**src/design/sha1h_pkg.sv**
```systemverilog
// sha1h_pkg: shared types, constants and the control program of the sha-1 byte stream hasher
// no dependencies; imported by the sequencer, the datapath and the top level
`default_nettype none
package sha1h_pkg;

   localparam int WORD_W = 32;
   localparam int FILL_W = 6;
   localparam int ROUND_W = 7;
   localparam int IDX_W = 3;
   localparam int NUM_CHAIN = 5;
   localparam int NUM_SCHED = 16;

   localparam logic [WORD_W-1:0] IV0 = 32'h67452301;
   localparam logic [WORD_W-1:0] IV1 = 32'hefcdab89;
   localparam logic [WORD_W-1:0] IV2 = 32'h98badcfe;
   localparam logic [WORD_W-1:0] IV3 = 32'h10325476;
   localparam logic [WORD_W-1:0] IV4 = 32'hc3d2e1f0;
   localparam logic [WORD_W-1:0] K0 = 32'h5a827999;
   localparam logic [WORD_W-1:0] K1 = 32'h6ed9eba1;
   localparam logic [WORD_W-1:0] K2 = 32'h8f1bbcdc;
   localparam logic [WORD_W-1:0] K3 = 32'hca62c1d6;
   localparam logic [7:0] PAD_MARK = 8'h80;

   localparam logic [FILL_W-1:0] FILL_FULL = 6'd63;
   localparam logic [FILL_W-1:0] FILL_LEN = 6'd56;
   localparam logic [ROUND_W-1:0] ROUND_LAST = 7'd79;
   localparam logic [ROUND_W-1:0] ROUND_20 = 7'd20;
   localparam logic [ROUND_W-1:0] ROUND_40 = 7'd40;
   localparam logic [ROUND_W-1:0] ROUND_60 = 7'd60;
   localparam logic [IDX_W-1:0] IDX_LAST = 3'd4;

   typedef enum logic [3:0] {
      ST_IDLE,
      ST_PAD80,
      ST_PADZ,
      ST_LENHI,
      ST_LENLO,
      ST_CINIT,
      ST_ROUND,
      ST_ADD,
      ST_EMIT
   } step_type;

   typedef enum logic [3:0] {
      OP_BYTE,
      OP_MARK,
      OP_ZERO,
      OP_LENHI,
      OP_LENLO,
      OP_LOAD,
      OP_ROUND,
      OP_ADD,
      OP_EMIT
   } op_type;

   typedef enum logic [2:0] {
      J_IDLE,
      J_PAD80,
      J_PADZ,
      J_NEXT,
      J_ROUND,
      J_ADD,
      J_EMIT
   } jump_type;

   typedef struct packed {
      logic     in_ready;
      logic     out_valid;
      op_type   op;
      jump_type jump;
      step_type target;
   } ctrl_type;

   typedef struct packed {
      logic fill_full;
      logic fill_len;
      logic round_last;
      logic emit_last;
      logic last_pend;
      logic mark_done;
      logic final_blk;
   } status_type;

   // control store: one word per step
   function automatic ctrl_type microcode(input step_type step);
      ctrl_type w;
      w = '{in_ready: 1'b0, out_valid: 1'b0, op: OP_BYTE, jump: J_IDLE, target: ST_IDLE};
      unique case (step)
         ST_IDLE: begin
            w.in_ready = 1'b1;
            w.op = OP_BYTE;
            w.jump = J_IDLE;
         end
         ST_PAD80: begin
            w.op = OP_MARK;
            w.jump = J_PAD80;
         end
         ST_PADZ: begin
            w.op = OP_ZERO;
            w.jump = J_PADZ;
         end
         ST_LENHI: begin
            w.op = OP_LENHI;
            w.jump = J_NEXT;
            w.target = ST_LENLO;
         end
         ST_LENLO: begin
            w.op = OP_LENLO;
            w.jump = J_NEXT;
            w.target = ST_CINIT;
         end
         ST_CINIT: begin
            w.op = OP_LOAD;
            w.jump = J_NEXT;
            w.target = ST_ROUND;
         end
         ST_ROUND: begin
            w.op = OP_ROUND;
            w.jump = J_ROUND;
         end
         ST_ADD: begin
            w.op = OP_ADD;
            w.jump = J_ADD;
         end
         ST_EMIT: begin
            w.out_valid = 1'b1;
            w.op = OP_EMIT;
            w.jump = J_EMIT;
         end
         default: begin
            w.jump = J_NEXT;
            w.target = ST_IDLE;
         end
      endcase
      return w;
   endfunction

endpackage
`default_nettype wire

```
**src/design/sha1_byte_stream_hasher.sv**
```systemverilog
// sha1_byte_stream_hasher: top level, sequencer plus datapath
// depends on sha1h_pkg, sha1h_sequencer and sha1h_datapath
//
// channel  direction  tdata             tuser        tlast
// req_     in         data_byte [7:0]   has_byte     is_last
// rsp_     out        digest_word[31:0] word_index   last_word
//
// one byte is taken per cycle while the input is ready; every 64th byte stops input
// while its block is compressed (load, the rounds of the shared round unit, chaining add)
// the end of a message adds the padding bytes (1 to 64), the two length words and one or
// two compressions, then five digest transactions
// reset is synchronous and loads the initial vector; no clearing pass
// a stalled digest transaction holds its data; no input is taken until all five are taken
`default_nettype none
module sha1_byte_stream_hasher (
   input  wire logic        clock,
   input  wire logic        reset,
   input  wire logic        req_tvalid,
   output logic             req_tready,
   input  wire logic [7:0]  req_tdata,   // data_byte [7:0]
   input  wire logic [0:0]  req_tuser,   // has_byte [0]
   input  wire logic        req_tlast,
   output logic             rsp_tvalid,
   input  wire logic        rsp_tready,
   output logic [31:0]      rsp_tdata,   // digest_word [31:0]
   output logic [2:0]       rsp_tuser,   // word_index [2:0]
   output logic             rsp_tlast
);
   import sha1h_pkg::*;

   ctrl_type   ctrl;
   status_type status;
   logic       req_fire;
   logic       rsp_fire;

   assign req_tready = ctrl.in_ready;
   assign rsp_tvalid = ctrl.out_valid;
   assign req_fire = req_tvalid && req_tready;
   assign rsp_fire = rsp_tvalid && rsp_tready;

   sha1h_sequencer u_seq (
      .clock        (clock),
      .reset        (reset),
      .req_fire     (req_fire),
      .req_has_byte (req_tuser[0]),
      .req_last     (req_tlast),
      .rsp_fire     (rsp_fire),
      .status       (status),
      .ctrl         (ctrl)
   );

   sha1h_datapath u_dp (
      .clock        (clock),
      .reset        (reset),
      .ctrl         (ctrl),
      .req_fire     (req_fire),
      .req_data     (req_tdata),
      .req_has_byte (req_tuser[0]),
      .req_last     (req_tlast),
      .rsp_fire     (rsp_fire),
      .status       (status),
      .digest_word  (rsp_tdata),
      .word_index   (rsp_tuser),
      .last_word    (rsp_tlast)
   );

endmodule
`default_nettype wire

```
**src/design/sha1h_sequencer.sv**
```systemverilog
// sha1h_sequencer: step counter over the control store with conditional jumps
// depends on sha1h_pkg
`default_nettype none
module sha1h_sequencer (
   input  wire logic                  clock,
   input  wire logic                  reset,
   input  wire logic                  req_fire,
   input  wire logic                  req_has_byte,
   input  wire logic                  req_last,
   input  wire logic                  rsp_fire,
   input  wire sha1h_pkg::status_type status,
   output sha1h_pkg::ctrl_type        ctrl
);
   import sha1h_pkg::*;

   step_type pc_ff;
   step_type pc_in;

   always_ff @(posedge clock) begin
      if (reset) begin
         pc_ff <= ST_IDLE;
      end else begin
         pc_ff <= pc_in;
      end
   end

   always_comb begin
      ctrl = microcode(pc_ff);
   end

   always_comb begin
      ctrl_type w;
      w = microcode(pc_ff);
      pc_in = pc_ff;
      unique case (w.jump)
         J_IDLE: begin
            priority if (!req_fire) begin
               pc_in = ST_IDLE;
            end else if (req_has_byte && status.fill_full) begin
               pc_in = ST_CINIT;
            end else if (req_last) begin
               pc_in = ST_PAD80;
            end else begin
               pc_in = ST_IDLE;
            end
         end
         J_PAD80: begin
            pc_in = status.fill_full ? ST_CINIT : ST_PADZ;
         end
         J_PADZ: begin
            priority if (status.fill_len) begin
               pc_in = ST_LENHI;
            end else if (status.fill_full) begin
               pc_in = ST_CINIT;
            end else begin
               pc_in = ST_PADZ;
            end
         end
         J_NEXT: begin
            pc_in = w.target;
         end
         J_ROUND: begin
            pc_in = status.round_last ? ST_ADD : ST_ROUND;
         end
         J_ADD: begin
            priority if (status.final_blk) begin
               pc_in = ST_EMIT;
            end else if (status.last_pend && status.mark_done) begin
               pc_in = ST_PADZ;
            end else if (status.last_pend) begin
               pc_in = ST_PAD80;
            end else begin
               pc_in = ST_IDLE;
            end
         end
         J_EMIT: begin
            pc_in = (rsp_fire && status.emit_last) ? ST_IDLE : ST_EMIT;
         end
         default: begin
            pc_in = ST_IDLE;
         end
      endcase
   end

endmodule
`default_nettype wire

```
**src/design/sha1h_datapath.sv**
```systemverilog
// sha1h_datapath: byte packing, schedule shift line, round logic, chaining words and length
// depends on sha1h_pkg; driven by the control word from sha1h_sequencer
`default_nettype none
module sha1h_datapath (
   input  wire logic                  clock,
   input  wire logic                  reset,
   input  wire sha1h_pkg::ctrl_type   ctrl,
   input  wire logic                  req_fire,
   input  wire logic [7:0]            req_data,
   input  wire logic                  req_has_byte,
   input  wire logic                  req_last,
   input  wire logic                  rsp_fire,
   output sha1h_pkg::status_type      status,
   output logic [31:0]                digest_word,
   output logic [2:0]                 word_index,
   output logic                       last_word
);
   import sha1h_pkg::*;

   logic [WORD_W-1:0] chain_ff [NUM_CHAIN];
   logic [WORD_W-1:0] chain_in [NUM_CHAIN];
   logic [WORD_W-1:0] work_ff  [NUM_CHAIN];
   logic [WORD_W-1:0] work_in  [NUM_CHAIN];
   logic [WORD_W-1:0] sched_ff [NUM_SCHED];
   logic [WORD_W-1:0] acc_ff, acc_in;
   logic [63:0]       bitlen_ff, bitlen_in;
   logic [FILL_W-1:0] fill_ff, fill_in;
   logic [ROUND_W-1:0] round_ff, round_in;
   logic [IDX_W-1:0]  emit_ff, emit_in;
   logic              last_ff, last_in;
   logic              mark_ff, mark_in;
   logic              final_ff, final_in;

   logic              shift_en;
   logic [WORD_W-1:0] shift_word;
   logic              byte_en;
   logic [7:0]        byte_val;
   logic [WORD_W-1:0] f_val, k_val, t_val, sched_new;

   // round function and schedule expansion
   always_comb begin
      logic [WORD_W-1:0] b, c, d, x;
      b = work_ff[1];
      c = work_ff[2];
      d = work_ff[3];
      priority if (round_ff < ROUND_20) begin
         f_val = (b & c) | (~b & d);
         k_val = K0;
      end else if (round_ff < ROUND_40) begin
         f_val = b ^ c ^ d;
         k_val = K1;
      end else if (round_ff < ROUND_60) begin
         f_val = (b & c) | (b & d) | (c & d);
         k_val = K2;
      end else begin
         f_val = b ^ c ^ d;
         k_val = K3;
      end
      t_val = {work_ff[0][26:0], work_ff[0][31:27]} + f_val + work_ff[4] + k_val + sched_ff[0];
      x = sched_ff[13] ^ sched_ff[8] ^ sched_ff[2] ^ sched_ff[0];
      sched_new = {x[30:0], x[31]};
   end

   always_comb begin
      acc_in = acc_ff;
      fill_in = fill_ff;
      bitlen_in = bitlen_ff;
      round_in = round_ff;
      emit_in = emit_ff;
      last_in = last_ff;
      mark_in = mark_ff;
      final_in = final_ff;
      shift_en = 1'b0;
      shift_word = '0;
      byte_en = 1'b0;
      byte_val = '0;
      for (int i = 0; i < NUM_CHAIN; i++) begin
         chain_in[i] = chain_ff[i];
         work_in[i] = work_ff[i];
      end
      unique case (ctrl.op)
         OP_BYTE: begin
            if (req_fire) begin
               last_in = req_last;
               if (req_has_byte) begin
                  byte_en = 1'b1;
                  byte_val = req_data;
                  bitlen_in = bitlen_ff + 64'd8;
               end
            end
         end
         OP_MARK: begin
            byte_en = 1'b1;
            byte_val = PAD_MARK;
            mark_in = 1'b1;
         end
         OP_ZERO: begin
            byte_en = (fill_ff != FILL_LEN);
         end
         OP_LENHI: begin
            shift_en = 1'b1;
            shift_word = bitlen_ff[63:32];
            fill_in = fill_ff + 6'd4;
         end
         OP_LENLO: begin
            shift_en = 1'b1;
            shift_word = bitlen_ff[31:0];
            fill_in = fill_ff + 6'd4;
            final_in = 1'b1;
         end
         OP_LOAD: begin
            for (int i = 0; i < NUM_CHAIN; i++) begin
               work_in[i] = chain_ff[i];
            end
            round_in = '0;
         end
         OP_ROUND: begin
            work_in[4] = work_ff[3];
            work_in[3] = work_ff[2];
            work_in[2] = {work_ff[1][1:0], work_ff[1][31:2]};
            work_in[1] = work_ff[0];
            work_in[0] = t_val;
            shift_en = 1'b1;
            shift_word = sched_new;
            round_in = round_ff + 7'd1;
         end
         OP_ADD: begin
            for (int i = 0; i < NUM_CHAIN; i++) begin
               chain_in[i] = chain_ff[i] + work_ff[i];
            end
         end
         OP_EMIT: begin
            if (rsp_fire) begin
               if (emit_ff == IDX_LAST) begin
                  chain_in[0] = IV0;
                  chain_in[1] = IV1;
                  chain_in[2] = IV2;
                  chain_in[3] = IV3;
                  chain_in[4] = IV4;
                  bitlen_in = '0;
                  fill_in = '0;
                  emit_in = '0;
                  last_in = 1'b0;
                  mark_in = 1'b0;
                  final_in = 1'b0;
               end else begin
                  emit_in = emit_ff + 3'd1;
               end
            end
         end
         default: begin
         end
      endcase
      // big-endian byte packing, a full word drops into the schedule line
      if (byte_en) begin
         acc_in = {acc_ff[23:0], byte_val};
         fill_in = fill_ff + 6'd1;
         if (fill_ff[1:0] == 2'b11) begin
            shift_en = 1'b1;
            shift_word = acc_in;
         end
      end
   end

   always_ff @(posedge clock) begin
      if (reset) begin
         chain_ff[0] <= IV0;
         chain_ff[1] <= IV1;
         chain_ff[2] <= IV2;
         chain_ff[3] <= IV3;
         chain_ff[4] <= IV4;
         bitlen_ff <= '0;
         fill_ff <= '0;
         round_ff <= '0;
         emit_ff <= '0;
         last_ff <= 1'b0;
         mark_ff <= 1'b0;
         final_ff <= 1'b0;
      end else begin
         for (int i = 0; i < NUM_CHAIN; i++) begin
            chain_ff[i] <= chain_in[i];
         end
         bitlen_ff <= bitlen_in;
         fill_ff <= fill_in;
         round_ff <= round_in;
         emit_ff <= emit_in;
         last_ff <= last_in;
         mark_ff <= mark_in;
         final_ff <= final_in;
      end
   end

   always_ff @(posedge clock) begin
      acc_ff <= acc_in;
      for (int i = 0; i < NUM_CHAIN; i++) begin
         work_ff[i] <= work_in[i];
      end
      if (shift_en) begin
         for (int i = 0; i < NUM_SCHED - 1; i++) begin
            sched_ff[i] <= sched_ff[i+1];
         end
         sched_ff[NUM_SCHED-1] <= shift_word;
      end
   end

   always_comb begin
      status.fill_full = (fill_ff == FILL_FULL);
      status.fill_len = (fill_ff == FILL_LEN);
      status.round_last = (round_ff == ROUND_LAST);
      status.emit_last = (emit_ff == IDX_LAST);
      status.last_pend = last_ff;
      status.mark_done = mark_ff;
      status.final_blk = final_ff;
   end

   always_comb begin
      unique case (emit_ff)
         3'd0: digest_word = chain_ff[0];
         3'd1: digest_word = chain_ff[1];
         3'd2: digest_word = chain_ff[2];
         3'd3: digest_word = chain_ff[3];
         default: digest_word = chain_ff[4];
      endcase
      word_index = emit_ff;
      last_word = (emit_ff == IDX_LAST);
   end

endmodule
`default_nettype wire

```
**config.mk**
```make
export PLATFORM = sky130hd
export DESIGN_NAME = sha1_byte_stream_hasher
export DESIGN_NICKNAME = d
export VERILOG_FILES = /design/src/design/sha1h_pkg.sv /design/src/design/sha1_byte_stream_hasher.sv /design/src/design/sha1h_sequencer.sv /design/src/design/sha1h_datapath.sv
export SDC_FILE = /design/constraint.sdc
export NUM_CORES = 2
export LEC_CHECK = 0
export ABC_AREA = 1
export BUFFER_PORTS_ARGS = -buffer_cell sky130_fd_sc_hd__buf_2
export CAP_MARGIN = 10
export CORE_ASPECT_RATIO = 1.2
export CORE_UTILIZATION = 45
export CTS_CLUSTER_SIZE = 30
export DETAILED_ROUTE_END_ITERATION = 8
export PLACE_DENSITY = 0.7
export RECOVER_POWER = 25
export SYNTH_ARGS = -nofsm -noshare
export SYNTH_HDL_FRONTEND = slang
export SYNTH_SLANG_ARGS = --single-unit
```
**constraint.sdc**
```tcl
create_clock -name clock -period 21.4 [get_ports clock]
set_clock_uncertainty 0.05 [all_clocks]
set_input_delay 2.14 -clock clock [delete_from_list [all_inputs] [get_ports clock]]
set_output_delay 2.14 -clock clock [all_outputs]
set_load 0.005 [all_outputs]
```
==> reports/results.txt <==
Status: finished, final reports clean
Synth cell count leaders: nand2_1, inv_1, edfxtp_1
Port Buffers: 51
Dpl hpwl: 159000 um
Area contributors post-synth: edfxtp_1, nand2_1, dfxtp_1, inv_1, ha_1
Avg Inst Size Synth: 8.30 um^2
Sink Count: 940
Layout area overhead: 9.78%
Power Density: 66.2 nW/um^2
Hold Path Class: flop to flop
Sequential share of power: 50.5%
Worst rel slew slack: 18.3%
Finished Core Util: 49.8%
Max Fanout on Critical Path: 21
Metal-1 WL: 76100 um
Most common cell in the netlist: nand2_1
Total CTS buffers: 98
Die Footprint: 122000 um^2
Gpl congestion: 1.10
Die height: 382 um
Hold_buf cts: 0
Placed cell area: 56200 um^2
Switching share of power: 22.7%
Seq/Total Area, Yosys: 47.5%
Clk buf depth: 3
Area leader, netlist: edfxtp_1
Logic pwr share: 3.1%
Highest routed layer: met5
Clk network pwr share: 46.4%
Final Hold Viols: 0
Via Count: 46307
Final global-route overflow total: 0
Post-synthesis cell count: 6542
Die width: 319 um
Final Instance Area: 59600 um^2
Fin crit share: 30.0%
Site Rows: 139
Seq cells post-synth: 940
Async S/R FF share, synth: 0%
Count of final setup violators: 0
Mapped Nets: 6911
CP Launch Type: flop
Root Buffer: clkbuf_16
Max VDD drop: 0.0000691 V
CTS tree: built
Worst Setup Path Type: flop to flop
Layout cells sized above 1: 4.15%
# nets final: 6943
Synth warnings: 0
Cell internal pwr: 3.05 mW
Core footprint: 120000 um^2
Fmax: 156 MHz
Worst skew pair latency: 0.76 ns
Cell variety after synth: 53
Max incr delay on CP: 0.89 ns
Slew Limit Fails: 0
Ports: 52
Drt first-iter violations: 4377
Routed wl met3: 15300 um
Critical path, cell by cell: nand2_1 -> nand3_1 -> buf_4 -> clkinv_1 -> nor2_1 -> fa_1 -> fa_1 -> inv_1 -> fa_1 -> inv_1 -> ha_1 -> a21oi_1 -> o211ai_1 -> nand2_1 -> nand2_1 -> or2_2 -> nand3_1 -> o21ai_0
RSZ-0062 raised after global routing: no
Post-synth EDFFs: 696
CP Data Required Time: 21.78 ns
Clock H-tree levels: 3
Total track usage: 33.8%
Total of max-cap violations: 0
Largest net degree at the start of global routing: 231
Detailed Routing Iterations Pass 1: 7
Antenna-violating nets left: 0
Share of the synthesized area in the top cell type: 38.5%
DRC: 0
Top FF cell, synth: edfxtp_1
Synthesized area: 54300 um^2
Worst Tran Pin Value: 1.22 ns
Setup TNS: 0 ns
Initial antenna violation count: 8
Post-CTS Setup Bufs: 0
Min Tclk post-route: 6.43 ns
CP arrival: 6.81 ns
Number of global-route vias before repair: 43978
Total routed wirelength: 208000 um
First-pass GRT wire length: 297000 um
Leak: 26.5 nW
Worst path slowest cell: nor2_1
Fill cells: 11450
CTS resizes: 0
Wire length per cell: 25.3 um
P_sw: 0.897 mW
Crit. End Element: flop
Routed wl met2: 96200 um
Via density: 5.64
Initial Util: 45.4%
CTS clk-pin slew, worst paths: 0.06 ns
==> metrics by stage <==
step	setup WS, ns	total power, mW	hold slack, ns	instances
3_3_place_gp	15.03	2.15	0.350	8025
3_5_place_dp	15.03	2.15	0.355	8025
6_report	14.97	3.95	0.340	8213
2_1_floorplan	1.84	2.13	0.350	6542
4_1_cts	15.03	3.97	0.324	8207
5_1_grt	14.61	4.05	0.337	8207
==> power by group through the flow <==
| stage | combinational, mW | sequential [mW] | clock (mW) |
|---|---|---|---|
| floorplan | 0.0828 | 2.04 | 0 |
| global placement | 0.119 | 2.03 | 0 |
| detailed placement | 0.120 | 2.03 | 0 |
| CTS | 0.120 | 1.99 | 1.86 |
| global route | 0.133 | 1.99 | 1.92 |
| finish | 0.121 | 1.99 | 1.83 |
==> per-layer routing <==
metal | up-vias | GRT usage (%)
met5 | - | 0
met2 | 2144 | 55.0
met3 | 634 | 5.93
met1 | 22004 | 38.9
li1 | 21519 | -
met4 | 6 | 28.5
==> cell usage in the layout (no fill, tap or decap), types with 65 or more instances in the layout <==
cell type,count
nand2_1,2008
inv_1,997
edfxtp_1,696
nor2_1,413
nand3_1,406
a21oi_1,373
o21ai_0,319
dfxtp_1,244
ha_1,231
fa_1,124
clkbuf_16,100
nand4_1,97
nor3_1,79
xnor2_1,65
==> worst max-delay path, delay by kind of cell (launching register included) <==
| kind | cells | cell delay, ns |
|---|---|---|
| buffers and inverters | 4 | 1.24 |
| adders and majority gates | 4 | 1.99 |
| AOI/OAI and AO/OA | 3 | 0.61 |
| and+or+nand+nor | 7 | 1.80 |
| DFF | 1 | 0.41 |
==> worst paths after layout <==
path	startpoint	endpoint	slack (ns)	cells after the start
min	u_dp.sched_ff[0][54]	u_dp.sched_ff[0][22]	0.34	0
max	u_dp.round_ff[4]	u_dp.work_ff[0][14]	14.97	18
min reg2reg	u_dp.sched_ff[0][54]	u_dp.sched_ff[0][22]	0.34	0
max reg2reg	u_dp.round_ff[4]	u_dp.work_ff[0][14]	14.97	18
==> state kept, by name, summed over array words and instances (netlist names) <==
signal and cells:
u_dp.acc_ff 24, u_dp.bitlen_ff 61, u_dp.chain_ff 160, u_dp.fill_ff 6
u_dp.final_ff 1, u_dp.last_ff 1, u_dp.mark_ff 1, u_dp.round_ff 7
u_dp.sched_ff 512, u_dp.word_index 3, u_dp.work_ff 160, u_seq.pc_ff 4
==> final cells by class <==
class | count | area, um^2 | share of cell area, %
clock buffer | 125 | 2610 | 4.37
multi-input combinational | 4438 | 24100 | 40.4
clock inverter | 57 | 785 | 1.32
timing repair buffer | 88 | 573 | 0.962
tap | 1551 | 1940 | 3.26
inverter | 1008 | 3790 | 6.36
sequential | 940 | 25800 | 43.3
antenna | 6 | 15.0 | 0.0252
==> cells by family (layout without fill, tap and decap cells) <==
group	Yosys count	after routing	share of synthesized area, %
buffers and inverters	1164	1278	8.19
DFF	940	940	47.5
AOI/OAI and AO/OA	876	876	9.07
adders and majority gates	355	355	9.90
other	0	6	0
and+or+nand+nor	3085	3085	23.4
xor gates and xnor gates	122	122	1.97
No activity file was read; power rests on OpenSTA's default activity.
